**src/rtl/assert_macros.svh**
```systemverilog
// Assertion helpers shared by the frame checker RTL.
// Each macro places one labeled concurrent assertion clocked on clk with
// synchronous reset rst disabling the check.
`ifndef ASSERT_MACROS_SVH
`define ASSERT_MACROS_SVH

// Same-cycle implication.
`define ASSERT_IMPLIES(label, clk, rst, ante, cons) \
  label: assert property (@(posedge clk) disable iff (rst) (ante) |-> (cons)) \
    else $error("assertion failed: same-cycle implication");

// Next-cycle implication.
`define ASSERT_NEXT(label, clk, rst, ante, cons) \
  label: assert property (@(posedge clk) disable iff (rst) (ante) |=> (cons)) \
    else $error("assertion failed: next-cycle implication");

`endif

```
**src/rtl/rfcc_pkg.sv**
```systemverilog
// ---------------------------------------------------------------------------
// rfcc_pkg
// Types, constants and the byte-wide CRC-16 (0x8005) update for the
// response frame checker.
// ---------------------------------------------------------------------------
package rfcc_pkg;

  localparam logic [15:0] CRC_POLY     = 16'h8005;
  localparam logic [7:0]  MAX_EXPECTED = 8'd252;
  localparam logic [7:0]  EXP_LEN_RST  = 8'd4;
  // count byte plus two CRC bytes
  localparam logic [8:0]  FRAME_EXTRA  = 9'd3;

  // one result item
  typedef struct packed {
    logic [7:0] out_byte;
    logic       is_payload;
    logic       frame_done;
    logic       length_error;
    logic       crc_error;
  } rfcc_result_t;

  // CRC update over one byte, data bits taken LSB first
  function automatic logic [15:0] crc_byte(input logic [15:0] crc_in,
                                           input logic [7:0]  data);
    logic [15:0] c;
    logic        top;
    c = crc_in;
    for (int i = 0; i < 8; i++) begin
      top = c[15];
      c   = {c[14:0], 1'b0};
      if (data[i] != top) begin
        c = c ^ CRC_POLY;
      end
    end
    return c;
  endfunction

endpackage

```
**src/rtl/rfcc_frame_core.sv**
```systemverilog
// ---------------------------------------------------------------------------
// rfcc_frame_core
// Frame tracking state and per-byte checks: position, count byte, running
// CRC and CRC compare flags. Result is combinational from the current byte.
// ---------------------------------------------------------------------------
`include "assert_macros.svh"

module rfcc_frame_core
  import rfcc_pkg::*;
(
  input  logic         clk,
  input  logic         rst,
  input  logic         step,
  input  logic [7:0]   data,
  input  logic [7:0]   expected_len,
  output rfcc_result_t result
);

  logic [7:0]  byte_position;
  logic [7:0]  count_seen;
  logic [15:0] crc_value;
  logic        crc_low_ok;
  logic        crc_compared;

  logic [7:0]  byte_position_next;
  logic [7:0]  count_seen_next;
  logic [15:0] crc_value_next;
  logic        crc_low_ok_next;
  logic        crc_compared_next;

  logic [7:0]  elen;
  logic [8:0]  flen;
  logic [7:0]  cnt;
  logic [8:0]  pos_p1;
  logic [8:0]  pos_p2;
  logic        cnt_ok;
  logic        done;
  logic        low_ok_w;
  logic        compared_w;
  logic [15:0] crc_w;

  // Per-byte evaluation
  always_comb begin
    elen   = (expected_len > MAX_EXPECTED) ? MAX_EXPECTED : expected_len;
    flen   = {1'b0, elen} + FRAME_EXTRA;
    cnt    = (byte_position == '0) ? data : count_seen;
    cnt_ok = (cnt >= 8'd3) && ({1'b0, cnt} <= flen);
    pos_p1 = {1'b0, byte_position} + 9'd1;
    pos_p2 = {1'b0, byte_position} + 9'd2;

    crc_w = (pos_p2 < {1'b0, cnt}) ? crc_byte(crc_value, data) : crc_value;

    low_ok_w   = crc_low_ok;
    compared_w = crc_compared;
    if (cnt_ok && (pos_p2 == {1'b0, cnt})) begin
      low_ok_w = (data == crc_value[7:0]);
    end
    if (cnt_ok && (pos_p1 == {1'b0, cnt})) begin
      low_ok_w   = crc_low_ok && (data == crc_value[15:8]);
      compared_w = 1'b1;
    end

    done = (pos_p1 >= flen);

    result.out_byte     = data;
    result.is_payload   = (byte_position >= 8'd1) && (byte_position <= elen);
    result.frame_done   = done;
    result.length_error = done && ({1'b0, cnt} != flen);
    result.crc_error    = done && !(cnt_ok && compared_w && low_ok_w);
  end

  // Next state: rearm after the last byte
  always_comb begin
    if (done) begin
      byte_position_next = '0;
      count_seen_next    = '0;
      crc_value_next     = '0;
      crc_low_ok_next    = 1'b0;
      crc_compared_next  = 1'b0;
    end else begin
      byte_position_next = pos_p1[7:0];
      count_seen_next    = cnt;
      crc_value_next     = crc_w;
      crc_low_ok_next    = low_ok_w;
      crc_compared_next  = compared_w;
    end
  end

  // State registers
  always_ff @(posedge clk) begin
    if (rst) begin
      byte_position <= '0;
      count_seen    <= '0;
      crc_value     <= '0;
      crc_low_ok    <= 1'b0;
      crc_compared  <= 1'b0;
    end else if (step) begin
      byte_position <= byte_position_next;
      count_seen    <= count_seen_next;
      crc_value     <= crc_value_next;
      crc_low_ok    <= crc_low_ok_next;
      crc_compared  <= crc_compared_next;
    end
  end

  `ASSERT_NEXT(a_rearm, clk, rst, step && result.frame_done, byte_position == '0)
  `ASSERT_NEXT(a_hold, clk, rst, !step, $stable(byte_position) && $stable(crc_value))
  `ASSERT_IMPLIES(a_flags_last, clk, rst, result.length_error || result.crc_error,
                  result.frame_done)

endmodule

```
**src/rtl/response_frame_crc_checker_unit.sv**
```systemverilog
// ---------------------------------------------------------------------------
// response_frame_crc_checker_unit
// Checks received response frames (count byte, payload, CRC-16 low/high)
// byte by byte and passes every byte through with frame status.
// ---------------------------------------------------------------------------
// Usage:
//   Input channel (in_valid/in_ready, rx_byte): one frame byte per item,
//   count byte first. Output channel (out_valid/out_ready): one result item
//   per input item with the byte, a payload mark, and on the last byte of a
//   frame the length and CRC verdicts.
//   Config channel (cfg_valid/cfg_ready, cfg_data): sets expected_len, the
//   number of payload bytes (values above 252 act as 252); a frame is expected_len+3
//   bytes. Write it only while no item is in flight. cfg_ready is always high.
// Path: an accepted item enters the input register, then passes the CRC/compare
//   logic into the result register, which raises out_valid.
// Throughput: one item per cycle while the receiver keeps out_ready high; the byte-wide
//   CRC update is the longest path between the two registers.
// Reset: frame state clears, expected_len returns to 4, both stages empty.
// Receiver stall: the result register holds; the input register still takes
//   one more item, then in_ready drops until the result is taken.
// ---------------------------------------------------------------------------
`include "assert_macros.svh"

module response_frame_crc_checker_unit
  import rfcc_pkg::*;
(
  input  logic       clk,
  input  logic       rst,
  // configuration
  input  logic       cfg_valid,
  output logic       cfg_ready,
  input  logic [7:0] cfg_data,
  // input bytes
  input  logic       in_valid,
  output logic       in_ready,
  input  logic [7:0] rx_byte,
  // results
  output logic       out_valid,
  input  logic       out_ready,
  output logic [7:0] out_byte,
  output logic       is_payload,
  output logic       frame_done,
  output logic       length_error,
  output logic       crc_error
);

  logic [7:0]   expected_len;
  logic         stage_valid;
  logic [7:0]   stage_byte;
  logic         stage_adv;
  logic         out_free;
  rfcc_result_t core_result;
  rfcc_result_t result_q;

  assign cfg_ready = 1'b1;

  // Configuration register
  always_ff @(posedge clk) begin
    if (rst) begin
      expected_len <= EXP_LEN_RST;
    end else if (cfg_valid && cfg_ready) begin
      expected_len <= cfg_data;
    end
  end

  // Handshake
  assign out_free  = !out_valid || out_ready;
  assign stage_adv = stage_valid && out_free;
  assign in_ready  = !stage_valid || out_free;

  // Input register
  always_ff @(posedge clk) begin
    if (rst) begin
      stage_valid <= 1'b0;
    end else if (in_ready) begin
      stage_valid <= in_valid;
    end
  end

  always_ff @(posedge clk) begin
    if (in_valid && in_ready) begin
      stage_byte <= rx_byte;
    end
  end

  rfcc_frame_core u_core (
    .clk          (clk),
    .rst          (rst),
    .step         (stage_adv),
    .data         (stage_byte),
    .expected_len (expected_len),
    .result       (core_result)
  );

  // Result register
  always_ff @(posedge clk) begin
    if (rst) begin
      out_valid <= 1'b0;
    end else if (out_free) begin
      out_valid <= stage_valid;
    end
  end

  always_ff @(posedge clk) begin
    if (stage_adv) begin
      result_q <= core_result;
    end
  end

  assign out_byte     = result_q.out_byte;
  assign is_payload   = result_q.is_payload;
  assign frame_done   = result_q.frame_done;
  assign length_error = result_q.length_error;
  assign crc_error    = result_q.crc_error;

  `ASSERT_NEXT(a_stage_keep, clk, rst, stage_valid && !stage_adv, stage_valid)
  `ASSERT_NEXT(a_adv_fills, clk, rst, stage_adv, out_valid)
  `ASSERT_IMPLIES(a_ready_stall, clk, rst, stage_valid && out_valid && !out_ready, !in_ready)

endmodule

```
**config.mk**
```make
export PLATFORM = sky130hd
export DESIGN_NAME = response_frame_crc_checker_unit
export DESIGN_NICKNAME = d
export VERILOG_FILES = /design/src/rtl/rfcc_pkg.sv /design/src/rtl/rfcc_frame_core.sv /design/src/rtl/response_frame_crc_checker_unit.sv
export VERILOG_INCLUDE_DIRS = /design/src /design/src/rtl
export SDC_FILE = /design/constraint.sdc
export NUM_CORES = 1
export LEC_CHECK = 0
export ABC_AREA = 1
export BUFFER_PORTS_ARGS = -buffer_cell sky130_fd_sc_hd__buf_4
export CAP_MARGIN = 5
export CORE_UTILIZATION = 55
export CTS_CLUSTER_DIAMETER = 200
export DETAILED_ROUTE_END_ITERATION = 8
export PLACE_DENSITY = 0.82
export SYNTH_ARGS = -nofsm -noshare
export SYNTH_HDL_FRONTEND = slang
export SYNTH_HIERARCHICAL = 1
export SYNTH_SLANG_ARGS = --single-unit
export TNS_END_PERCENT = 20
```
**constraint.sdc**
```tcl
create_clock -name clk -period 3.4 [get_ports clk]
set_clock_uncertainty 0.2 [all_clocks]
set_input_delay 0.51 -clock clk [delete_from_list [all_inputs] [get_ports clk]]
set_output_delay 0.51 -clock clk [all_outputs]
set_load 0.02 [all_outputs]
```
Word-level counts from Yosys, hierarchy flattened:

Cells that the tools add are included.

* register bits: 64
* bits of input ports: 21
* output and inout port bits: 15

* equality and inequality tests: 13
* bitwise gates (word level): 8
* reductions and logical operators: 19
* order comparisons: 7
* mux-type cells: 19
* $add $sub $neg: 3

Operators by type and width (count)
* $mux W16: 10
* $mux W8: 4
* $not A3 Y3: 8
* $add A8 B2 Y9 const B: 2
* $eq A9 B8 Y1: 2
* $eq A8 B8 Y1: 2
* $logic_and A1 B1 Y1: 11
* $add A8 B1 Y9 const B: 1
* $ge A9 B9 Y1: 1
* $le A8 B9 Y1: 1
* $lt A9 B8 Y1: 1
* $ne A8 B9 Y1: 1
* $ge A8 B1 Y1 const B: 1
* $ge A8 B2 Y1 const B: 1
* $gt A8 B8 Y1 const B: 1
* $le A8 B8 Y1: 1
* $logic_not A8 Y1: 1
* $ne A1 B1 Y1: 8
* $mux W1: 5
* $logic_not A1 Y1: 3
* $logic_or A1 B1 Y1: 2
* $reduce_and A2 Y1: 1
* $reduce_bool A2 Y1: 1

Depth between registers and ports, before layout:

Gate-level depths: netlist (run 1).

* word-level depth: 18
* depth in mapped cells: 23
* depth with buffers taken out: 23

Cells and area by module:

The synthesis (run 1) kept the hierarchy.

By module, submodules not included
* rfcc_frame_core: times used 1, area each 3452.1 µm², cells each 539, sequential area each 680.7 µm²
* response_frame_crc_checker_unit: times used 1, area each 962.2 µm², cells each 68, sequential area each 800.8 µm²

Worst setup path before layout (run 1):

No wires, ideal clock.

* path kind: flip-flop to flip-flop
* start: reg expected_len[0]
* end: reg u_core.byte_position[6]
* data required time: 3065 ps
* data arrival time: 2898 ps
* cell stages (with the launch flop): 19
* buffers on the path: 1
* library setup time: 135 ps
* clock period less this slack: 3233 ps
* slack: 167 ps
* cell sequence: dfxtp_1 -> nor2_1 -> nor2_1 -> nand2_1 -> nand2_1 -> ha_1 -> nor2_1 -> nand2_1 -> xor2_1 -> ha_1 -> nand4_1 -> or3b_2 -> nand3_1 -> inv_1 -> nand2_1 -> clkinv_1 -> buf_2 -> nand2_1 -> a21oi_1

* word-level cells in the longest chain between the ends: 5

Ends and longest elaborated chain
* from (decl): RTL line response_frame_crc_checker_unit.sv:47 `logic [7:0] expected_len;`
* from (signal assigned): RTL line response_frame_crc_checker_unit.sv:62 `expected_len <= cfg_data;`
* $gt A8 B8 Y1: RTL line rfcc_frame_core.sv:44 `elen = (expected_len > MAX_EXPECTED) ? MAX_EXPECTED : expected_len;`
* $mux W8 *: RTL line rfcc_frame_core.sv:44
* $add A8 B2 Y9 *: RTL line rfcc_frame_core.sv:45 `flen = {1'b0, elen} + FRAME_EXTRA;`
* $ge A9 B9 Y1 *: RTL line rfcc_frame_core.sv:63 `done = (pos_p1 >= flen);`
* net u_core.done: RTL line rfcc_frame_core.sv:37 `logic done;`
* $mux W8 *: RTL line rfcc_frame_core.sv:74 `if (done) begin`
* to (signal assigned): RTL line rfcc_frame_core.sv:98 `byte_position <= byte_position_next;`
* to (decl): RTL line rfcc_frame_core.sv:19 `logic [7:0] byte_position;`

The timed path passes the listed nets; every way through them passes the cells marked *.
A chain may end at the register's enable or synchronous reset.

==> metrics.yaml, run 1 <==
synth-edff-count: 20
slew_headroom: 0.5858
min_delay_path_depth: 1
start_kind: "flip-flop"
io_pins: 36
grt_pass1_wl_microns: 18660
chipWidth_microns: 91.59
grt_pass1_vias: 4004
max_freq_mhz: 300.6
syn_avg_cell_area_sq_um: 7.272
clock_path_buffers: 2
r2r_setup_slack_ps: 70
multiInputGateArea_sq_mm: 0.002648
maxSlewViolCount: 0
seqPwrFrac: 0.421
die_h_microns: 91.59
portBuffers: 34
hold_buffers: 0
crit_fanout: 16
postLayoutCellArea_sq_mm: 0.005261
cp-end-kind: "flip-flop"
clk_pin_slew_worst_paths_ps: 80
synthXorXnorAreaFrac: 0.07738
synth_mux_area_frac: 0
nets: 725
worstPathCellList: "nand2_2 > nor2_2 > nand2_1 > nand2_1 > ha_2 > nor2_4 > xor2_2 > ha_1 > a21oi_1 > o21ai_0 > nand2_1 > o211a_1 > nand3_2 > inv_1 > nand2_1 > nor2_1 > buf_6 > nand2_1 > a21oi_1"
drt_iter0_drc: 415
dpl.hpwl_microns: 8772
clock_sinks: 64
layout_common_cells: "nand2_1 (162), inv_1 (63), buf_4 (62), a21oi_1 (48), nor2_1 (48)"
reg2regPathDepth: 19
synth_top_area_frac: 0.1995
r2r-end: "u_core/crc_value[2]"
power_mw: 2.074
cts_buffers: 9
cp-endpoint: "u_core/crc_value[2]"
syn_area_sq_mm: 0.004414
worstMarginPinSlew_ps: 617.4
wl_microns: 11730
hp-class: "input pin to flip-flop"
fillers: 649
start_util: 0.5712
crit_type: "flip-flop to flip-flop"
grt-ovfl-total: 0
worstPathRequired_ps: 3470
netSwitchingPower_mw: 0.7325
synth_adder_area_share: 0.1077
drc: 0
fin_ws_ps: 73.83
synth_ff_type: "dfxtp_1"
antenna_found_initial: 0
drtPass1Iterations: 5
postRouteAntennaNets: 0
insertion_delay_ps: 350
vias: 4235
synth-compound-area-share: 0.09297
p_clk_frac: 0.284
synthArstFlopShare: 0
reg2reg_from: "expected_len[3]"
wl_per_cell_microns: 15.18
gr-usage-all-layers: 0.2868
synth_cells: 607
placed_area_sq_mm: 0.004949
fin_crit_sh: 0.9783
critical_path.max_stage_delay_ps: 350
hold_violations: 0
row_count: 32
switching_share: 0.3532
ys_seq_area_frac: 0.3356
max_cap_viol_count: 0
synth_area_leader_cell: "dfxtp_1"
syn-num-nets: 666
root_buffer: "clkbuf_8"
routabilityCongestion: 0.9865
grt_max_degree: 38
status: "finished, final reports clean"
synthTopCellsByArea: "dfxtp_1 (20%), nand2_1 (14%), edfxtp_1 (14%)"
cts_tree: "yes"
postLayoutCoreUtil: 0.6809
viasPerCell: 5.479
core_sq_mm: 0.007727
cts-htree-levels: 3
intPower_mw: 1.341
power_density_mw_per_mm2: 394.2
synthSimpleGateAreaFrac: 0.2982
yosys_warnings: 6
crit_top_cell: "nand2_1"
cp-startpoint: "expected_len[3]"
layout_commonest_cell: "nand2_1"
combPwrFrac: 0.294
min_period_ps: 3326
dpl_worst_slack_ps: -7.009
rsz0062_at_grt: "true"
seq_area_sq_mm: 0.001491
fp.dieArea_sq_mm: 0.008388
synth_top_family_by_area: "simple AND/OR/NAND/NOR gates"
syn2layout_area_growth_pct: 19.19
cpMaxStageDelayCell: "dfxtp_2"
leakage_nw: 2.467
ir_drop_v: 0.0002696
yosysUniqueCellTypes: 40
setup_viol: 0
n_antenna_cell: 0
cp.arrival_ps: 3400
drive_gt1_frac: 0.1997
ys_ff_latch: 64
==> power by group through the flow <==
stage | registers, mW | clock network [mW] | logic, mW
floorplan | 0.890 | 0 | 0.381
global placement | 0.889 | 0 | 0.556
detailed placement | 0.890 | 0 | 0.571
CTS | 0.873 | 0.595 | 0.575
global route | 0.878 | 0.618 | 0.674
finish | 0.874 | 0.590 | 0.610
==> kinds of logic after synthesis <==
| group | after synthesis |
|---|---|
| AO/OA/AOI/OAI | 75 |
| buffers and inverters | 90 |
| XOR/XNOR | 39 |
| AND/OR/NAND/NOR | 300 |
| adder cells (fa/ha/maj) | 38 |
| flip-flops | 64 |
| other | 1 |
==> routing by layer <==
layer	GRT usage	vias up	wire, microns
met4	0.1230	0	301
met3	0.04020	33	889
met5	0	-	0
met1	0.3913	1920	5250
met2	0.4524	202	5290
li1	-	2080	-
==> state kept, by name, summed over array words and instances (netlist names) <==
register,cells
u_core/crc_value,16
expected_len,8
out_byte,8
stage_byte,8
u_core/byte_position,8
u_core/count_seen,8
crc_error,1
frame_done,1
is_payload,1
length_error,1
out_valid,1
stage_valid,1
u_core/crc_compared,1
u_core/crc_low_ok,1
==> cells in the mapped netlist (2+ instances only) <==
library cell and n:
xnor2_1 12, nand2_1 167, buf_4 10, xor2_1 27, inv_1 65, a21oi_1 48, o21ai_0 15, a21o_1 2
buf_2 2, or2_2 3, dfxtp_1 44, nand4_1 7, clkbuf_1 5, nand3_1 38, nand3_2 2, clkinv_1 2
a211oi_1 3, a21oi_2 2, nand2_2 12, inv_2 4, nand3b_1 6, edfxtp_1 20, nor2_1 52, ha_1 38
nor3_1 5, nor2_2 2
==> through the flow <==
step           cells  setup TNS (ps)  hold WS, ps
6_report         773               0        134.8
5_1_grt          773          -193.2        128.3
4_1_cts          771               0        125.6
3_5_place_dp     755          -7.009        258.5
3_3_place_gp     755               0        252.2
2_1_floorplan    607               0        244.8
==> worst max-delay path, delay by kind of cell (launching register included) <==
family,cells,cell delay [ps]
compound gates,4,580
flops,1,350
buf+inv,2,310
fa+ha+maj,2,570
simple gates,10,1050
xor+xnor,1,190
==> what timing repair did <==
item | CTS | global route
pin swaps | 0 | 9
cloned | 0 | 0
gates resized for setup | 1 | 29
setup buffers | 0 | 2
endpoints found under the setup margin | 1 | 35
==> worst min-delay path by stage <==
stage                    startpoint                    to  slack, ps
3_5_place_dp   u_core/count_seen[5]  u_core/count_seen[5]        260
6_report                 rx_byte[3]         stage_byte[3]        130
5_1_grt                  rx_byte[7]         stage_byte[7]        130
4_1_cts                  rx_byte[5]         stage_byte[5]        130
3_3_place_gp   u_core/count_seen[5]  u_core/count_seen[5]        250
2_1_floorplan           stage_valid             out_valid        240
==> cell type report <==
cell class              count  area share
flip-flops and latches     64      0.2835
well taps                 102     0.02426
inverters                  71     0.05065
repair buffers             67      0.1058
multi-input cells         453      0.5032
clock inverters             7    0.009037
clock buffers               9     0.02354
No activity file was read; power rests on OpenSTA's default activity.
==> inputs of run 2 (changes only) <==
--- a/config.mk
+++ b/config.mk
@@ -12,6 +12,7 @@
 export CORE_UTILIZATION = 55
 export CTS_CLUSTER_DIAMETER = 200
 export DETAILED_ROUTE_END_ITERATION = 8
+export MAX_ROUTING_LAYER = met4
 export PLACE_DENSITY = 0.82
 export SYNTH_ARGS = -nofsm -noshare
 export SYNTH_HDL_FRONTEND = slang
==> metrics.yaml, run 2 (same netlist as run 1, synthesis figures left out) <==
layout_common_cells: "nand2_1 (161), inv_1 (65), buf_4 (62), a21oi_1 (48), nor2_1 (47)"  # was nand2_1 (162), inv_1 (63), buf_4 (62), a21oi_1 (48), nor2_1 (48)
dpl.cell_count: 755  # unchanged
core_sq_mm: 0.007727  # unchanged
worstMarginPinSlew_ps: 578.9  # was 617.4 ps
power_density_mw_per_mm2: 419.9  # was 394.2 mW/mm^2
insertion_delay_ps: 350  # about the same
slew_headroom: 0.6117  # was 0.5858
worstPathRequired_ps: 3410  # was 3470 ps
status: "finished, final reports clean"  # unchanged
fp.dieArea_sq_mm: 0.008388  # unchanged
power_mw: 2.218  # was 2.074 mW
gr-usage-all-layers: 0.3032  # was 0.2868
drt_iter0_drc: 384  # was 415
antenna_found_initial: 0  # unchanged
largest_reg_flops: 16  # unchanged
chipWidth_microns: 91.59  # unchanged
vias: 4225  # was 4,235
n_antenna_cell: 0  # unchanged
root_buffer: "clkbuf_8"  # unchanged
grt_max_degree: 38  # unchanged
cts_tree: "yes"  # unchanged
clk_pin_slew_worst_paths_ps: 70  # was 80 ps
wl_per_cell_microns: 15.45  # was 15.18 microns
crit_fanout: 18  # was 16
cts-htree-levels: 3  # unchanged
hold_buffers: 0  # unchanged
syn2layout_area_growth_pct: 19.64  # was 19.19%
grt_pass1_vias: 3987  # was 4,004
drtPass1Iterations: 5  # unchanged
ir_drop_v: 0.0003012  # was 0.0002696 V
leakage_nw: 2.467  # about the same
nets: 725  # unchanged
max_freq_mhz: 306.0  # was 300.6 MHz
rsz0062_at_grt: "true"  # unchanged
r2r_setup_slack_ps: 130  # was 70 ps
hold_violations: 0  # unchanged
postRouteAntennaNets: 0  # unchanged
cp.arrival_ps: 3280  # was 3400 ps
die_h_microns: 91.59  # unchanged
start_util: 0.5712  # unchanged
setup_viol: 0  # unchanged
maxSlewViolCount: 0  # unchanged
crit_type: "flip-flop to flip-flop"  # unchanged
portBuffers: 34  # unchanged
drive_gt1_frac: 0.2012  # was 0.1997
min_period_ps: 3268  # was 3326 ps
dpl.hpwl_microns: 8898  # was 8772 microns
row_count: 32  # unchanged
layout_commonest_cell: "nand2_1"  # unchanged
start_kind: "flip-flop"  # unchanged
drc: 0  # unchanged
fillers: 625  # was 649
fin_cells: 773  # unchanged
cp-end-kind: "flip-flop"  # unchanged
max_cap_viol_count: 0  # unchanged
routabilityCongestion: 1.016  # was 0.9865
viasPerCell: 5.466  # was 5.479
fin_crit_sh: 0.9613  # was 0.9783
clock_sinks: 64  # unchanged
grt_pass1_wl_microns: 19070  # was 18,660 microns
hp-class: "input pin to flip-flop"  # unchanged
wl_microns: 11940  # was 11,730 microns
clock_path_buffers: 2  # unchanged
grt-ovfl-total: 0  # unchanged
regMostFlops: "u_core/crc_value"  # unchanged
io_pins: 36  # unchanged
tns_ps: 0  # unchanged
cts_buffers: 9  # unchanged
[run 2: changes by cell type in the layout (fill, tap and decap cells not counted), sizes merged]
cell / previous run / this run
bufinv: 0 / 2
clkinvlp: 4 / 3
nor2: 55 / 56
buf: 67 / 66
inv: 71 / 70
[run 2: what timing repair did]
item                       in CTS  in global routing
hold endpoints to repair        0                  0
cloned                          0                  1
pin swaps                       1                  4
resized for setup               2                 25
setup buffers                   0                  1
setup endpoints to repair      13                 35
[run 2: layout make-up]
cell class / instances / area, sq um / area share
Sequential cell: 64 / 1486 / 0.2815
Clock buffer: 9 / 123.9 / 0.02345
Multi-Input combinational cell: 454 / 2645 / 0.5008
Inverter: 71 / 266.5 / 0.05046
Tap cell: 102 / 127.6 / 0.02416
Clock inverter: 7 / 95.09 / 0.01801
Timing Repair Buffer: 66 / 536.8 / 0.1016
[run 2: layer usage]
metal,share of wire,vias to the layer above,track usage
met4,0.025,0,0.1230
met3,0.075,29,0.04606
met1,0.45,1936,0.4073
li1,-,2068,-
met5,0,-,-
met2,0.45,192,0.4561
[run 2: worst max-delay path: stages (launching register included)]
cell and delay (ps):
dfxtp_1 340, nor2_2 160, nor2_2 70, nand2_2 80, nand2_1 90, ha_4 180, nor2_4 130, nand2_1 110
xor2_2 160, ha_1 320, nand4_1 90, or3b_2 480, nand3_2 120, inv_1 70, nand2_1 90, clkinv_1 110
buf_12 170, nor2_1 90, a211oi_1 50
[run 2: final timing paths]
kind,to,depth (start not counted),startpoint
max,u_core/byte_position[0],18,expected_len[0]
min reg2reg,u_core/count_seen[0],2,u_core/count_seen[0]
max reg2reg,u_core/byte_position[0],18,expected_len[0]
min,stage_byte[4],1,rx_byte[4]
[run 2: where the power goes]
part           total (mW)  switching (mW)  internal [mW]
combinational       0.605           0.365          0.240
clock               0.738           0.325          0.413
sequential          0.875          0.0413          0.834
[run 2: stage by stage]
step / hold WS (ps) / utilization / area [sq um] / setup slack [ps]
2_1_floorplan: 244.8 / - / 4414 / 166.8
3_3_place_gp: 253.9 / 0.6404 / 4949 / 130.9
3_5_place_dp: 257.5 / 0.6404 / 4949 / 49.65
4_1_cts: 126.6 / 0.6700 / 5177 / 31.96
5_1_grt: 127.0 / 0.6835 / 5281 / -54.11
6_report: 135.8 / 0.6835 / 5281 / 131.6
==> inputs of run 3 (changes only) <==
--- a/config.mk
+++ b/config.mk
@@ -6,14 +6,14 @@
 export SDC_FILE = /design/constraint.sdc
 export NUM_CORES = 1
 export LEC_CHECK = 0
-export ABC_AREA = 1
+export ABC_AREA = 0
 export BUFFER_PORTS_ARGS = -buffer_cell sky130_fd_sc_hd__buf_4
 export CAP_MARGIN = 5
-export CORE_UTILIZATION = 55
+export CORE_UTILIZATION = 54
 export CTS_CLUSTER_DIAMETER = 200
 export DETAILED_ROUTE_END_ITERATION = 8
 export MAX_ROUTING_LAYER = met4
-export PLACE_DENSITY = 0.82
+export PLACE_DENSITY = 0.81
 export SYNTH_ARGS = -nofsm -noshare
 export SYNTH_HDL_FRONTEND = slang
 export SYNTH_HIERARCHICAL = 1
==> metrics.yaml, run 3 <==
status: "finished with violations"  # was finished, final reports clean
violations: "setup timing"
synth_top_area_frac: 0.2125  # was 0.1995
cts-htree-levels: 3  # unchanged
hold_violations: 0  # unchanged
ys_ff_latch: 64  # unchanged
viasPerCell: 6.018  # was 5.466
die_h_microns: 89.62  # was 91.59 microns
synthTopCellsByArea: "dfxtp_1 (21%), edfxtp_1 (14%), ha_1 (11%)"  # was dfxtp_1 (20%), nand2_1 (14%), edfxtp_1 (14%)
hp-class: "input pin to flip-flop"  # unchanged
cp.arrival_ps: 3550  # was 3280 ps
reg2reg_from: "expected_len[0]"  # unchanged
layout_common_cells: "buf_4 (72), dfxtp_1 (41), xnor2_1 (39), ha_1 (36), nor2_1 (30)"  # was nand2_1 (161), inv_1 (65), buf_4 (62), a21oi_1 (48), nor2_1 (47)
regMostFlops: "u_core/crc_value"  # unchanged
setup_viol: 17  # was 0
antenna_found_initial: 0  # unchanged
power_density_mw_per_mm2: 404.2  # was 419.9 mW/mm^2
root_buffer: "clkbuf_8"  # unchanged
fin_crit_sh: 1.022  # was 0.9613
hold_buffers: 0  # unchanged
drtPass1Iterations: 5  # unchanged
hold_ws_ps: 137.9  # was 135.8 ps
synth_area_leader_cell: "dfxtp_1"  # unchanged
portBuffers: 34  # unchanged
clk_pin_slew_worst_paths_ps: 70  # about the same
drc: 0  # unchanged
syn_area_sq_mm: 0.004145  # was 0.004414 sq mm
max_freq_mhz: 287.9  # was 306.0 MHz
cp-end-kind: "flip-flop"  # unchanged
insertion_delay_ps: 350  # about the same
r2r_setup_slack_ps: -70  # was 130 ps
yosys_warnings: 6  # unchanged
gr-usage-all-layers: 0.2915  # was 0.3032
start_util: 0.5655  # was 0.5712
grt_pass1_wl_microns: 16950  # was 19,070 microns
yosysUniqueCellTypes: 58  # was 40
io_pins: 36  # unchanged
postLayoutCellArea_sq_mm: 0.005080  # was 0.005281 sq mm
clock_path_buffers: 2  # unchanged
drive_gt1_frac: 0.2677  # was 0.2012
crit_type: "flip-flop to flip-flop"  # unchanged
n_antenna_cell: 0  # unchanged
worstPathRequired_ps: 3480  # was 3410 ps
cts_tree: "yes"  # unchanged
fin_ws_ps: -73.28  # was 131.6 ps
reg2regPathDepth: 14  # was 18
routabilityCongestion: 0.9637  # was 1.016
largest_reg_flops: 16  # unchanged
nets: 562  # was 725
synth-edff-count: 20  # unchanged
yosys.cell_count.top_type: "dfxtp_1"  # was nand2_1
yosys-top-cells-count: "dfxtp_1 (44), xnor2_1 (41), ha_1 (38)"  # was nand2_1 (167), inv_1 (65), nor2_1 (52)
min_period_ps: 3473  # was 3268 ps
postRouteAntennaNets: 0  # unchanged
synthArstFlopShare: 0  # unchanged
row_count: 31  # was 32
dpl.hpwl_microns: 7439  # was 8898 microns
min_to: "stage_byte[2]"  # was stage_byte[4]
fp.dieArea_sq_mm: 0.008031  # was 0.008388 sq mm
syn_avg_cell_area_sq_um: 9.273  # was 7.272 sq um
worstMarginPinSlew_ps: 684.5  # was 578.9 ps
ir_drop_v: 0.0002652  # was 0.0003012 V
start_kind: "flip-flop"  # unchanged
layout_commonest_cell: "buf_4"  # was nand2_1
clock_sinks: 64  # unchanged
chipWidth_microns: 89.62  # was 91.59 microns
syn-num-nets: 506  # was 666
cts_buffers: 9  # unchanged
ys_seq_area_frac: 0.3574  # was 0.3356
grt-ovfl-total: 0  # unchanged
grt_pass1_vias: 3502  # was 3,987
vias: 3653  # was 4,225
wl_microns: 10900  # was 11,940 microns
synth_cells: 447  # was 607
grt_max_degree: 44  # was 38
leakage_nw: 2.090  # was 2.467 nW
placed_area_sq_mm: 0.004639  # was 0.004949 sq mm
r2r-end: "u_core/crc_value[15]"  # was u_core/byte_position[0]
maxSlewViolCount: 0  # unchanged
syn2layout_area_growth_pct: 22.55  # was 19.64%
min_delay_path_depth: 1  # unchanged
drt_iter0_drc: 330  # was 384
slew_headroom: 0.5402  # was 0.6117
synth_ff_type: "dfxtp_1"  # unchanged
holdCritStartpoint: "rx_byte[2]"  # was rx_byte[4]
wl_per_cell_microns: 17.96  # was 15.45 microns
core_sq_mm: 0.007331  # was 0.007727 sq mm
rsz0062_at_grt: "true"  # unchanged
power_mw: 2.053  # was 2.218 mW
crit_fanout: 16  # was 18
max_cap_viol_count: 0  # unchanged
-- run 3: cell families (layout without fill, tap and decap cells) --
family	Yosys count	after routing	synth area share
mux	16	16	0.04467
other cells	1	1	0.0009047
xor+xnor	58	58	0.1225
buf+inv	53	114	0.06157
compound gates	80	80	0.1280
flops	64	64	0.3574
simple gates	137	137	0.1702
fa+ha+maj	38	38	0.1147
-- run 3: worst max-delay path, stage by stage (launching register included) --
cell and delay, ps:
dfxtp_2 350, nor2_2 160, or3_4 170, nand2_2 70, ha_4 170, or3_1 460, ha_1 250, nor4_1 310
o21ai_1 160, a41oi_1 200, or2_4 170, inv_2 50, o21ai_4 380, a22oi_1 160, nor2_1 120
-- run 3: area by class of cell --
class                           instances  area [sq um]
Clock buffer                           10         137.6
Fill cell                             503          2251
Inverter                               23         86.33
Clock inverter                          6         41.29
Tap cell                               99         123.9
Multi-Input combinational cell        330          2623
Timing Repair Buffer                   75         583.1
Sequential cell                        64          1485
-- run 3: worst max-delay path by stage --
stage	end	from	cells after the start
2_1_floorplan	crc_error	expected_len[4]	17
3_3_place_gp	crc_error	expected_len[3]	16
3_5_place_dp	crc_error	expected_len[3]	16
4_1_cts	crc_error	u_core/byte_position[1]	15
5_1_grt	crc_error	u_core/byte_position[1]	15
6_report	u_core/crc_value[15]	expected_len[0]	14
-- run 3: metrics by stage --
step / setup TNS [ps] / instances / worst slack (ps) / util
detailed placement: -1340 / 580 / -151.3 / 0.6329
global placement: -62.59 / 580 / -62.59 / 0.6329
global route: -1991 / 607 / -179.0 / 0.6930
CTS: 0 / 601 / 4.277 / 0.6803
floorplan: 0 / 447 / 1.398 / -
finish: -566.0 / 607 / -73.28 / 0.6930
-- run 3: timing repair --
action                                  in CTS  in global routing
buffers inserted                             5                  6
endpoints found under the setup margin      18                 20
pin swaps                                   11                  9
gates resized for setup                     24                 12
-- run 3: power breakdown --
group	total, mW	leakage (nW)	switching, mW	internal [mW]
clock	0.607	0.0867	0.322	0.286
combinational	0.561	1.45	0.294	0.266
sequential	0.885	0.550	0.0498	0.836
-- run 3: layer usage --
metal  GRT usage  vias to the layer above  wire length [microns]
li1            -                     1690                      -
met1      0.3746                     1732                   4718
met2      0.4566                      198                   5062
met3     0.05027                       33                    825
met4      0.1183                        0                    294
met5           -                        -                      0
